<file path="config.mk">
export PLATFORM = sky130hd
export DESIGN_NAME = annexb_parameter_set_extractor_unit
export DESIGN_NICKNAME = d
export VERILOG_FILES = /design/src/rtl/apse_pkg.sv /design/src/rtl/apse_in_stage.sv /design/src/rtl/apse_scan.sv /design/src/rtl/apse_out_buf.sv /design/src/rtl/annexb_parameter_set_extractor_unit.sv
export SDC_FILE = /design/constraint.sdc
export NUM_CORES = 1
export LEC_CHECK = 0
export ABC_CLOCK_PERIOD_IN_PS = 7000
export BUFFER_PORTS_ARGS = -buffer_cell sky130_fd_sc_hd__buf_2
export CORE_MARGIN = 5
export CORE_UTILIZATION = 35
export CTS_CLUSTER_DIAMETER = 200
export DETAILED_ROUTE_END_ITERATION = 6
export GPL_ROUTABILITY_DRIVEN = 1
export PLACE_DENSITY = 0.55
export SYNTH_ARGS = -nofsm -noshare
export SYNTH_HDL_FRONTEND = slang
export SYNTH_SLANG_ARGS = --single-unit
</file>
<file path="constraint.sdc">
create_clock -name clk_i -period 7 [get_ports clk_i]
set_input_delay 0.7 -clock clk_i [delete_from_list [all_inputs] [get_ports clk_i]]
set_output_delay 0.7 -clock clk_i [all_outputs]
set_load 0.005 [all_outputs]
</file>
<file path="src/rtl/apse_pkg.sv">
`timescale 1ns / 1ps
`default_nettype none
package apse_pkg;

  localparam int unsigned WinDepth = 5;
  localparam int unsigned FillW    = 3;

  localparam logic [4:0] H264SpsType = 5'd7;
  localparam logic [4:0] H264PpsType = 5'd8;
  localparam logic [5:0] H265PsFirst = 6'd32;
  localparam logic [5:0] H265PsLast  = 6'd34;

  typedef enum logic [1:0] {
    PhaseSeek    = 2'd0,
    PhaseConfig  = 2'd1,
    PhaseStopped = 2'd2
  } phase_e;

  typedef struct packed {
    logic [7:0] data_byte;
    logic       end_of_frame;
  } apse_in_t;

  typedef struct packed {
    logic [7:0] out_byte;
    logic       byte_valid;
    logic       frame_done;
    logic       config_cached;
  } apse_out_t;

  typedef struct packed {
    logic [WinDepth-1:0][7:0] bytes;
    logic [FillW-1:0]         count;
    logic                     marker;
    logic                     cached_byte;
    logic                     cached_marker;
  } apse_batch_t;

endpackage
`default_nettype wire

</file>
<file path="src/rtl/apse_in_stage.sv">
`timescale 1ns / 1ps
`default_nettype none
module apse_in_stage (
  input  wire logic              clk_i,
  input  wire logic              rst_ni,
  input  wire logic              in_valid_i,
  output logic                   in_stall_o,
  input  wire apse_pkg::apse_in_t in_data_i,
  input  wire logic              advance_i,
  output logic                   item_valid_o,
  output apse_pkg::apse_in_t     item_o
);
  import apse_pkg::*;

  logic     vld_q;
  apse_in_t data_q;

  assign in_stall_o   = vld_q & ~advance_i;
  assign item_valid_o = vld_q;
  assign item_o       = data_q;

  always_ff @(posedge clk_i or negedge rst_ni) begin
    if (!rst_ni) begin
      vld_q <= 1'b0;
    end else if (!in_stall_o) begin
      vld_q <= in_valid_i;
    end
  end

  always_ff @(posedge clk_i) begin
    if (in_valid_i && !in_stall_o) begin
      data_q <= in_data_i;
    end
  end

endmodule
`default_nettype wire

</file>
<file path="src/rtl/apse_scan.sv">
`timescale 1ns / 1ps
`default_nettype none
module apse_scan (
  input  wire logic               clk_i,
  input  wire logic               rst_ni,
  input  wire apse_pkg::apse_in_t item_i,
  input  wire logic               advance_i,
  input  wire logic               codec_mode_i,
  output apse_pkg::apse_batch_t   batch_o
);
  import apse_pkg::*;

  logic [WinDepth-1:0][7:0] win_q, win_d, wn;
  logic [FillW-1:0]         fill_q, fill_d, f1, keep, e;
  phase_e                   phase_q, phase_d;
  logic                     emit_q, emit_d, cache_q, cache_d;
  logic                     found, sc, s, param, active, in_cfg, eof, cache_new;
  logic [7:0]               b;
  logic [5:0]               t265;

  always_comb begin
    b   = item_i.data_byte;
    eof = item_i.end_of_frame;
    for (int i = 0; i < WinDepth; i++) begin
      wn[i] = (fill_q == FillW'(i)) ? b : win_q[i];
    end
    f1 = fill_q + FillW'(1);

    // start code followed by this header byte
    found = 1'b0;
    sc    = 1'b0;
    if (f1 == FillW'(4)) begin
      found = (wn[0] == 8'd0) && (wn[1] == 8'd0) && (wn[2] == 8'd1);
    end else if (f1 == FillW'(5)) begin
      found = (wn[1] == 8'd0) && (wn[2] == 8'd0) && (wn[3] == 8'd1);
      sc    = (wn[2'd0] != 8'd0);
    end

    // trailing start code at frame end is dropped
    keep = f1;
    if (f1 == FillW'(5)) begin
      if ((wn[2] == 8'd0) && (wn[3] == 8'd0) && (wn[4] == 8'd1)) begin
        keep = (wn[1] == 8'd0) ? FillW'(1) : FillW'(2);
      end
    end else if (f1 == FillW'(4)) begin
      if ((wn[1] == 8'd0) && (wn[2] == 8'd0) && (wn[3] == 8'd1)) begin
        keep = (wn[0] == 8'd0) ? FillW'(0) : FillW'(1);
      end
    end else if (f1 == FillW'(3)) begin
      if ((wn[0] == 8'd0) && (wn[1] == 8'd0) && (wn[2] == 8'd1)) begin
        keep = FillW'(0);
      end
    end

    t265 = b[6:1];
    if (codec_mode_i) begin
      param = (t265 >= H265PsFirst) && (t265 <= H265PsLast);
    end else begin
      param = (b[4:0] == H264SpsType) || (b[4:0] == H264PpsType);
    end

    active = ~cache_q && ((phase_q == PhaseSeek) || (phase_q == PhaseConfig));
    in_cfg = (phase_q == PhaseConfig);

    s = 1'b0;
    e = '0;
    if (active) begin
      if (found) begin
        if (in_cfg) begin
          e = param ? f1 : FillW'(sc);
        end else if (param) begin
          s = sc;
          e = f1;
        end
      end else if (f1 == FillW'(5)) begin
        if (in_cfg) begin
          e = eof ? keep : FillW'(1);
        end
      end else if (in_cfg && eof) begin
        e = keep;
      end
    end

    emit_d    = emit_q | (active & found & param);
    cache_new = cache_q | emit_d;

    for (int j = 0; j < WinDepth; j++) begin
      if (!s) begin
        batch_o.bytes[j] = wn[j];
      end else if (j < WinDepth - 1) begin
        batch_o.bytes[j] = wn[j+1];
      end else begin
        batch_o.bytes[j] = 8'd0;
      end
    end
    batch_o.count         = e - FillW'(s);
    batch_o.marker        = eof;
    batch_o.cached_byte   = cache_q;
    batch_o.cached_marker = cache_new;

    win_d   = win_q;
    fill_d  = fill_q;
    phase_d = phase_q;
    cache_d = cache_q;
    if (active) begin
      if (found) begin
        win_d   = wn;
        fill_d  = '0;
        phase_d = param ? PhaseConfig : PhaseStopped;
      end else if (f1 == FillW'(5)) begin
        for (int k = 0; k < WinDepth - 1; k++) begin
          win_d[k] = wn[k+1];
        end
        win_d[WinDepth-1] = wn[WinDepth-1];
        fill_d = FillW'(WinDepth - 1);
      end else begin
        win_d  = wn;
        fill_d = f1;
      end
    end
    if (eof) begin
      win_d   = '0;
      fill_d  = '0;
      phase_d = PhaseSeek;
      emit_d  = 1'b0;
      cache_d = cache_new;
    end
  end

  always_ff @(posedge clk_i or negedge rst_ni) begin
    if (!rst_ni) begin
      win_q   <= '0;
      fill_q  <= '0;
      phase_q <= PhaseSeek;
      emit_q  <= 1'b0;
      cache_q <= 1'b0;
    end else if (advance_i) begin
      win_q   <= win_d;
      fill_q  <= fill_d;
      phase_q <= phase_d;
      emit_q  <= emit_d;
      cache_q <= cache_d;
    end
  end

endmodule
`default_nettype wire

</file>
<file path="src/rtl/apse_out_buf.sv">
`timescale 1ns / 1ps
`default_nettype none
module apse_out_buf (
  input  wire logic                  clk_i,
  input  wire logic                  rst_ni,
  input  wire apse_pkg::apse_batch_t batch_i,
  input  wire logic                  load_i,
  output logic                       can_load_o,
  output logic                       out_valid_o,
  input  wire logic                  out_stall_i,
  output apse_pkg::apse_out_t        out_data_o
);
  import apse_pkg::*;

  logic [WinDepth-1:0][7:0] rb_q, rb_d;
  logic [FillW-1:0]         rn_q, rn_d;
  logic                     rm_q, rm_d;
  logic                     rcb_q, rcm_q;
  logic                     pop, last;

  assign out_valid_o = (rn_q != '0) | rm_q;
  assign pop         = out_valid_o & ~out_stall_i;
  assign last        = ((rn_q == FillW'(1)) && !rm_q) || ((rn_q == '0) && rm_q);
  assign can_load_o  = !out_valid_o || (pop && last);

  always_comb begin
    if (rn_q != '0) begin
      out_data_o = '{out_byte: rb_q[0], byte_valid: 1'b1, frame_done: 1'b0,
                     config_cached: rcb_q};
    end else begin
      out_data_o = '{out_byte: 8'd0, byte_valid: 1'b0, frame_done: 1'b1,
                     config_cached: rcm_q};
    end
  end

  always_comb begin
    rb_d = rb_q;
    rn_d = rn_q;
    rm_d = rm_q;
    if (pop) begin
      if (rn_q != '0) begin
        for (int j = 0; j < WinDepth - 1; j++) begin
          rb_d[j] = rb_q[j+1];
        end
        rb_d[WinDepth-1] = 8'd0;
        rn_d = rn_q - FillW'(1);
      end else begin
        rm_d = 1'b0;
      end
    end
    if (load_i) begin
      rb_d = batch_i.bytes;
      rn_d = batch_i.count;
      rm_d = batch_i.marker;
    end
  end

  always_ff @(posedge clk_i or negedge rst_ni) begin
    if (!rst_ni) begin
      rn_q <= '0;
      rm_q <= 1'b0;
    end else begin
      rn_q <= rn_d;
      rm_q <= rm_d;
    end
  end

  always_ff @(posedge clk_i) begin
    rb_q <= rb_d;
    if (load_i) begin
      rcb_q <= batch_i.cached_byte;
      rcm_q <= batch_i.cached_marker;
    end
  end

endmodule
`default_nettype wire

</file>
<file path="src/rtl/annexb_parameter_set_extractor_unit.sv">
`timescale 1ns / 1ps
`default_nettype none
// Annex B parameter-set extractor. One byte of a coded frame is taken per request, with
// end_of_frame on the frame's last byte. Leading SPS/PPS (H.264) or VPS/SPS/PPS (H.265)
// NALs, start codes included, come out one byte per result request, followed by one end
// marker per frame; codec_mode picks the header rules and may only be written while the
// block is idle. A byte passes the input register, then the combinational scan step into
// the result buffer. One input byte is taken every cycle as long as each byte yields at
// most one result and the output is not stalled; a byte that yields several results
// holds the result buffer until they are all read, and the input stalls until the buffer is
// down to its last pending result. Once a frame has yielded configuration bytes, later
// frames give only the end marker.
module annexb_parameter_set_extractor_unit (
  input  wire logic               clk_i,
  input  wire logic               rst_ni,
  input  wire logic               in_valid_i,
  output logic                    in_stall_o,
  input  wire apse_pkg::apse_in_t in_data_i,
  output logic                    out_valid_o,
  input  wire logic               out_stall_i,
  output apse_pkg::apse_out_t     out_data_o,
  input  wire logic               cfg_valid_i,
  output logic                    cfg_ready_o,
  input  wire logic               cfg_data_i
);
  import apse_pkg::*;

  logic        codec_mode_q;
  logic        item_valid, can_load, advance;
  apse_in_t    item;
  apse_batch_t batch;

  assign cfg_ready_o = 1'b1;
  assign advance     = item_valid & can_load;

  always_ff @(posedge clk_i or negedge rst_ni) begin
    if (!rst_ni) begin
      codec_mode_q <= 1'b0;
    end else if (cfg_valid_i && cfg_ready_o) begin
      codec_mode_q <= cfg_data_i;
    end
  end

  apse_in_stage u_in_stage (
    .clk_i       (clk_i),
    .rst_ni      (rst_ni),
    .in_valid_i  (in_valid_i),
    .in_stall_o  (in_stall_o),
    .in_data_i   (in_data_i),
    .advance_i   (advance),
    .item_valid_o(item_valid),
    .item_o      (item)
  );

  apse_scan u_scan (
    .clk_i       (clk_i),
    .rst_ni      (rst_ni),
    .item_i      (item),
    .advance_i   (advance),
    .codec_mode_i(codec_mode_q),
    .batch_o     (batch)
  );

  apse_out_buf u_out_buf (
    .clk_i      (clk_i),
    .rst_ni     (rst_ni),
    .batch_i    (batch),
    .load_i     (advance),
    .can_load_o (can_load),
    .out_valid_o(out_valid_o),
    .out_stall_i(out_stall_i),
    .out_data_o (out_data_o)
  );

  // a result is either a data byte or the end marker
  a_kind_exclusive: assert property (@(posedge clk_i) disable iff (!rst_ni)
    out_valid_o |-> (out_data_o.byte_valid ^ out_data_o.frame_done))
    else $error("result is neither a pure byte nor a pure marker");

  // data bytes only come from frames before the cache flag was set
  a_bytes_uncached: assert property (@(posedge clk_i) disable iff (!rst_ni)
    (out_valid_o && out_data_o.byte_valid) |-> !out_data_o.config_cached)
    else $error("data byte issued with cache flag set");

  // the scan never overwrites a result that is still stalled at the output
  a_no_overwrite: assert property (@(posedge clk_i) disable iff (!rst_ni)
    advance |-> !(out_valid_o && out_stall_i))
    else $error("scan step loaded over a stalled result");

  // an accepted input byte always reaches the scan on the next cycle
  a_input_held: assert property (@(posedge clk_i) disable iff (!rst_ni)
    (in_valid_i && !in_stall_o) |=> item_valid)
    else $error("accepted input byte lost");

endmodule
`default_nettype wire
</file>
**Yosys cells after proc, flatten, opt, wreduce, memory -nomap -nowiden**

Index checks and enable logic that the tools add are counted.

- Register bits after elaboration: 104
- Input bits: 15
- Output and inout bits: 14
- Word-level logic and storage cells: 150

- $add $sub $neg: 3
- Magnitude comparators: 2
- Equality and inequality tests: 15
- Mux-type cells: 59
- Bitwise logic cells: 11
- Reduce and logical (&&, ||, !) cells: 38

Operators by type and width:

| cell | number |
|---|---|
| two-way mux 40 bit | 5 |
| two-way mux 8 bit | 10 |
| two-way mux 3 bit | 22 |
| two-way mux 32 bit | 2 |
| zero test 8 bit | 4 |
| equality test 8 x 1 -> 1 bit (second input constant) | 3 |
| two-way mux 1 bit | 14 |
| logical AND 1 bit | 13 |
| two-way mux 11 bit | 1 |
| two-way mux 2 bit | 5 |
| equality test 3 x 2 -> 1 bit (second input constant) | 3 |
| equality test 3 bit (second input constant) | 3 |
| AND reduction 2 bit | 4 |
| nonzero test 2 bit | 4 |
| nonzero test 8 bit | 1 |
| equality test 3 x 1 -> 1 bit (second input constant) | 2 |
| greater-or-equal comparator 6 bit (second input constant) | 1 |
| less-or-equal comparator 6 bit (second input constant) | 1 |
| zero test 3 bit | 2 |
| AND 1 bit | 5 |
| equality test 5 x 3 -> 1 bit (second input constant) | 1 |
| equality test 5 x 4 -> 1 bit (second input constant) | 1 |
| logical OR 1 bit | 4 |
| adder 3 x 1 -> 3 bit (second input constant) | 1 |
| other kinds (10) | 16 |

**Depth between registers and ports, before layout**

- Depth in word-level cells: 16
- Depth in mapped cells: 15
- Mapped depth without buffers: 14

**Modules after synthesis**

From an unflattened synthesis, not the netlist that was laid out.

- Cells, all modules: 541
- Area, all modules: 5849.4 um2

By module, submodules not included:

| module | instances | cells an instance | area an instance (um2) | seq. area each (um2) |
|---|---|---|---|---|
| apse_scan | 1 | 386 | 3398.3 | 1176.1 |
| apse_out_buf | 1 | 136 | 2065.7 | 1361.3 |
| apse_in_stage | 1 | 14 | 327.8 | 295.3 |
| annexb_parameter_set_extractor_unit | 1 | 5 | 57.6 | 25.0 |

**Worst setup path before layout**

OpenSTA, ideal clock, no wires.

- Kind: register -> register
- Start point: register u_out_buf.rn_q[0]
- End point: register u_out_buf.rb_q[0] (netlist name) (enable)
- Setup time: 0.493 ns
- Data arrival time: 3.673 ns
- Required time: 6.507 ns
- Path slack: 2.834 ns
- Cell stages (with the launch flop): 6
- Buffers on the path: 0
- Period minus slack after synthesis: 4.166 ns
- Cells stage by stage: dfrtp_1 > inv_1 > ha_1 > nand2b_1 > inv_1 > o21ai_0

- Longest elaborated chain between the ends: 8
- Elaborated cells between the ends (all ways): 15
- Classes of those cells: eq/ne: 1; bitwise: 3; reduce/logical: 11

Ends and longest elaborated chain:

| element | line | source |
|---|---|---|
| from (decl) | apse_out_buf.sv:16 | `logic [FillW-1:0] rn_q, rn_d;` |
| from (signal assigned) | apse_out_buf.sv:63 | `rn_q <= rn_d;` |
| nonzero test 3 bit, or another cell as far along | apse_out_buf.sv:21, apse_out_buf.sv:41 |  |
| OR 1 bit / logical AND 1 bit (equally long branches) | apse_out_buf.sv:21, apse_out_buf.sv:23 |  |
| AND 1 bit / logical OR 1 bit (equally long branches) | apse_out_buf.sv:22, apse_out_buf.sv:23 |  |
| logical AND 1 bit | apse_out_buf.sv:24 | `assign can_load_o = !out_valid_o \|\| (pop && last);` |
| logical OR 1 bit | apse_out_buf.sv:24 |  |
| AND 1 bit | annexb_parameter_set_extractor_unit.sv:34 | `assign advance = item_valid & can_load;` |
| nonzero test 2 bit (no line) | n/a |  |
| AND reduction 2 bit (no line) (*) | n/a |  |
| to (signal assigned) | apse_out_buf.sv:69 | `rb_q <= rb_d;` |
| to (decl) | apse_out_buf.sv:15 | `logic [WinDepth-1:0][7:0] rb_q, rb_d;` |

Every way passes the cells marked *; elsewhere a longest branch is shown, timed or not.
A chain may end at the register's enable or synchronous reset.

**Final worst setup path**

- Start point: register u_scan.fill_q[0]
- End point: register u_out_buf.rn_q[2]

- Longest elaborated chain between the ends: 16
- Elaborated cells between the ends (all ways): 55
- Classes of those cells: add/sub: 2; eq/ne: 10; mux: 31; reduce/logical: 12

Ends and longest elaborated chain:

| element | line | source |
|---|---|---|
| from (decl) | apse_scan.sv:14 | `logic [FillW-1:0] fill_q, fill_d, f1, keep, e;` |
| from (signal assigned) | apse_scan.sv:139 | `fill_q <= fill_d;` |
| equality test 3 x 1 -> 1 bit / zero test 3 bit (equally long branches) | apse_scan.sv:25 | `wn[i] = (fill_q == FillW'(i)) ? b : win_q[i];` |
| two-way mux 8 bit | apse_scan.sv:25 |  |
| zero test 8 bit, on equally long branches | n/a |  |
| logical AND 1 bit (2 in series) | apse_scan.sv:33, apse_scan.sv:50 |  |
| two-way mux 3 bit | apse_scan.sv:50 | `if ((wn[0] == 8'd0) && (wn[1] == 8'd0) && (wn[2] == 8'd1)) begin` |
| two-way mux 3 bit | apse_scan.sv:49 | `end else if (f1 == FillW'(3)) begin` |
| two-way mux 3 bit | apse_scan.sv:45 | `end else if (f1 == FillW'(4)) begin` |
| two-way mux 3 bit | apse_scan.sv:41 | `if (f1 == FillW'(5)) begin` |
| two-way mux 3 bit | apse_scan.sv:77 | `e = eof ? keep : FillW'(1);` |
| two-way mux 3 bit | apse_scan.sv:76 | `if (in_cfg) begin` |
| two-way mux 3 bit | apse_scan.sv:75 | `end else if (f1 == FillW'(5)) begin` |
| two-way mux 3 bit | apse_scan.sv:68 | `if (found) begin` |
| two-way mux 3 bit | apse_scan.sv:67 | `if (active) begin` |
| subtractor 3 x 1 -> 3 bit (*) | apse_scan.sv:96 | `batch_o.count = e - FillW'(s);` |
| two-way mux 3 bit (*) | apse_out_buf.sv:51 | `if (load_i) begin` |

Marked as above.

==> results by group <==
Floorplanning
  • Initial Util: 35.56%
  • Number of placement rows: 46
  • Die extent in y: 136.8 µm
  • Core region area: 15,830 µm²
  • IO Count: 29
  • Overall die width: 136.8 µm
  • Die Area: 18,720 µm²

Final layout
  • Area of all placed cells without fillers: 6177 µm²
  • Share of layout cells above drive strength 1: 11.51%
  • Number of nets in the layout: 577
  • Number of antenna diodes: 0
  • Final core utilization: 39.03%
  • Count of placed standard cells in the final layout, fillers left out: 772
  • Area growth syn-to-layout: 9.760%

Pwr
  • Pwr Total: 3.012 mW
  • Pleak: 2.574 nW
  • Maximum vdd drop: 0.2458 mV
  • Total power density per cell area: 487.6 nW/µm²

Outcome
  • Run status: finished, final reports clean

GRT
  • Remaining global-route overflow: 0
  • Busiest grt layer: met2
  • Number of antenna violations at the first check in global routing: 0
  • Aggregate global-route resource usage: 16.30%
  • First-pass GRT wire length: 23.39 mm
  • Routing usage on met3: 2.206%
  • Global routing usage on met1: 22.68%
  • Vias in the first global route: 4,251
  • Maximum number of pins on one net before global-route repair: 62
  • Fraction of met2 tracks used by global routing: 25.33%

Synth
  • Async S/R FF share, synth: 50.96%
  • Synthesized Nets: 571
  • Synth Warn #: 0
  • Share of the yosys chip area belonging to registers: 50.78%
  • Post-synth top flop: sky130_fd_sc_hd__dfrtp_1
  • Cell count after synthesis: 545
  • Mean Syn Cell Area: 10.33 µm²
  • Total of flip-flops plus latches after synthesis: 104
  • Total standard cell area after synthesis: 5628 µm²
  • Count of flip-flops with a built-in enable after synthesis: 51
  • Number of different library cells in the post-synthesis netlist: 60

Setup path
  • Worst path arrival time: 4.91 ns
  • Required time of the critical path: 7.26 ns
  • Endpoint kind of the worst setup timing path: flop
  • Cell seen most often among critical-path stages: sky130_fd_sc_hd__ha_1
  • Launch point of the critical path: u_scan.fill_q[0]$_DFFE_PN0P_
  • Type of origin of the critical path: flop
  • Cell-by-cell trace of the critical path: inv_1 > ha_1 > nor2b_1 > mux2i_1 > nand4b_1 > a21boi_2 > and3_1 > ha_1 > ha_1 > a311o_1 > mux2i_1 > nor4_2
  • Stage delay of the slowest cell on the critical path: 0.84 ns
  • Slowest CP cell: sky130_fd_sc_hd__nor2b_1
  • Critical path start-end classification: flop to flop
  • Worst-path fanout max: 19
  • Crit Reg-Reg Startpoint: u_scan.fill_q[0]$_DFFE_PN0P_

Timing
  • Share of the clock period used by the worst path after layout: 66.47%
  • Timing-limited maximum frequency: 214.9 MHz
  • RSZ-0062 raised after global routing: false
  • Aggregate negative setup slack: 0 ns
  • Tightest Pin Transition: 1.079 ns
  • Final max-slew violation count: 0
  • Final setup violating endpoints: 0
  • Worst slew slack as a fraction of its limit: 27.92%
  • Final Worst Setup Slack: 2.347 ns
  • Skew final: 0.01069 ns
  • Worst hold slack across all endpoints: 0.4871 ns
  • Final Hold Violating Endpoints: 0
  • Final critical-path required period: 4.653 ns

Place
  • Area post-placement: 5908 µm²
  • Routability congestion estimate: 0.8427
  • DP HPWL: 9.599 mm
  • Port buffer count: 27
  • Instance count after placement with tap cells included: 756
  • Setup Slack @ Placement: 2.366 ns

Drt
  • Drt wl/cell: 18.87 µm
  • Total wire length after detailed routing: 14.57 mm
  • Number of nets still failing antenna checks after routing: 0
  • Avg Vias per Cell: 5.479
  • Number of design rule violations left after detail routing: 0
  • First-pass detailed-route iteration total: 5
  • Via total after detailed routing: 4,230
  • DRC marker count from the first detailed-route iteration: 355

Flow run
  • MaxCap Viol Count: 0

Min path
  • Hold Crit Class: input port to async pin

Clock network
  • Num CTS Buffers: 9
  • Latest clock arrival within the worst-skew pair: 0.36 ns
  • Total of cells resized after clock tree synthesis: 0
  • Clock Tree Root: sky130_fd_sc_hd__clkbuf_16
  • Number of buffers added to fix hold violations after cts: 0
  • Clock tree from TritonCTS: yes
  • Clock-pin transition on the worst setup and hold timing paths: 0.06 ns
  • Max clock buf depth: 2
  • Maximum level of the CTS H-tree: 3
  • Post CTS Setup Buffer Count: 0
  • TritonCTS sink count: 104
[flip-flops by register name, indices dropped and copies added (netlist names)]
name	flops
u_out_buf.rb_q	40
u_scan.win_q	40
u_in_stage.item_o	9
u_out_buf.rn_q	3
u_scan.fill_q	3
u_scan.phase_q	2
codec_mode_q	1
u_in_stage.item_valid_o	1
u_out_buf.rcb_q	1
u_out_buf.rcm_q	1
u_out_buf.rm_q	1
u_scan.cache_q	1
u_scan.emit_q	1
[where the power goes]
part | switching, mW | internal [mW]
sequential | 0.167 | 0.980
clock | 0.223 | 0.250
combinational | 0.892 | 0.500
total | 1.28 | 1.73
[cell usage in the layout, fill, tap and decap left out, types with 4 or more instances in the layout]
cell type / count
sky130_fd_sc_hd__a21oi_1: 5
sky130_fd_sc_hd__a31oi_1: 8
sky130_fd_sc_hd__a32o_1: 32
sky130_fd_sc_hd__and2_1: 9
sky130_fd_sc_hd__buf_2: 27
sky130_fd_sc_hd__buf_4: 7
sky130_fd_sc_hd__clkbuf_16: 9
sky130_fd_sc_hd__dfrtp_1: 53
sky130_fd_sc_hd__edfxtp_1: 51
sky130_fd_sc_hd__ha_1: 11
sky130_fd_sc_hd__inv_1: 8
sky130_fd_sc_hd__mux2i_1: 41
sky130_fd_sc_hd__nand2_1: 115
sky130_fd_sc_hd__nand2b_1: 17
sky130_fd_sc_hd__nand3_1: 7
sky130_fd_sc_hd__nand3b_1: 5
sky130_fd_sc_hd__nand4b_1: 5
sky130_fd_sc_hd__nor2_1: 27
sky130_fd_sc_hd__nor3_1: 4
sky130_fd_sc_hd__nor4_1: 10
sky130_fd_sc_hd__o21ai_0: 33
sky130_fd_sc_hd__o31ai_1: 10
[final timing paths]
kind | to | slack [ns] | depth (start not counted)
min in group clk_i | u_scan.emit_q$_DFFE_PN0P_ | 0.49 | 1
worst max-delay path | u_out_buf.rn_q[2]$_DFFE_PN0P_ | 2.35 | 12
worst max register to register | u_out_buf.rn_q[2]$_DFFE_PN0P_ | 2.35 | 12
max in group asynchronous | u_scan.win_q[22]$_DFFE_PN0P_ | 6.02 | 2
worst min register to register | u_scan.emit_q$_DFFE_PN0P_ | 0.49 | 1
worst min-delay path | u_in_stage.item_valid_o$_DFFE_PN0N_ | 0.49 | 2
[layer usage]
| metal | part of all wire, % | routed length [µm] |
|---|---|---|
| met1 | 48 | 6946 |
| met2 | 46 | 6648 |
| met3 | 3.9 | 568 |
| met4 | 2.8 | 408 |
| met5 | 0 | 0 |
[synth_stat cells (3+ instances only)]
cell type	n	area (µm²)
sky130_fd_sc_hd__buf_6	5	56.30
sky130_fd_sc_hd__mux2i_1	41	410.4
sky130_fd_sc_hd__a32o_1	32	320.3
sky130_fd_sc_hd__edfxtp_1	51	1531
sky130_fd_sc_hd__and2_1	9	56.30
sky130_fd_sc_hd__inv_1	8	30.03
sky130_fd_sc_hd__clkbuf_1	24	90.09
sky130_fd_sc_hd__o31ai_1	10	75.07
sky130_fd_sc_hd__a31oi_1	8	50.05
sky130_fd_sc_hd__a21boi_0	3	22.52
sky130_fd_sc_hd__nand3b_1	5	37.54
sky130_fd_sc_hd__nor2_1	28	105.1
sky130_fd_sc_hd__dfrtp_1	53	1326
sky130_fd_sc_hd__nor4_1	11	68.82
sky130_fd_sc_hd__nand2_1	116	435.4
sky130_fd_sc_hd__nand2b_1	17	106.4
sky130_fd_sc_hd__nand3_1	7	35.03
sky130_fd_sc_hd__ha_1	11	137.6
sky130_fd_sc_hd__a21oi_1	5	25.02
sky130_fd_sc_hd__nor3_1	4	20.02
sky130_fd_sc_hd__mux2_2	3	33.78
sky130_fd_sc_hd__o21ai_0	34	170.2
sky130_fd_sc_hd__nand4b_1	5	43.79
sky130_fd_sc_hd__buf_4	3	22.52
sky130_fd_sc_hd__o31a_1	3	26.28
sky130_fd_sc_hd__buf_2	7	35.03
[cell type report]
cell class / count / area [µm²]
clock buffer: 13 / 250.2
fill: 1591 / 9651
timing repair buffer: 34 / 187.7
inverter: 8 / 30.03
clock inverter: 3 / 18.77
sequential: 104 / 2858
tap: 216 / 270.3
multi-input combinational: 394 / 2562
[cells by family (layout without fill, tap and decap cells)]
group / Yosys count / in the layout / share of synthesized area [%]
simple gates: 222 / 222 / 19.03
compound gates: 115 / 115 / 15.47
flops: 104 / 104 / 50.78
buf+inv: 47 / 58 / 4.157
mux: 44 / 44 / 7.892
fa+ha+maj: 11 / 11 / 2.445
other cells: 1 / 1 / 0.06663
xor+xnor: 1 / 1 / 0.1557
[critical path: cells and delay by family, from the launching register on]
kind | cells | cell delay, ns
AO/OA/AOI/OAI | 2 | 0.63
buffers and inverters | 1 | 0.18
multiplexers | 2 | 0.56
adder cells (fa/ha/maj) | 3 | 0.66
flip-flops | 1 | 0.44
AND/OR/NAND/NOR | 4 | 2.06
Power figures use the tool's default switching activity.
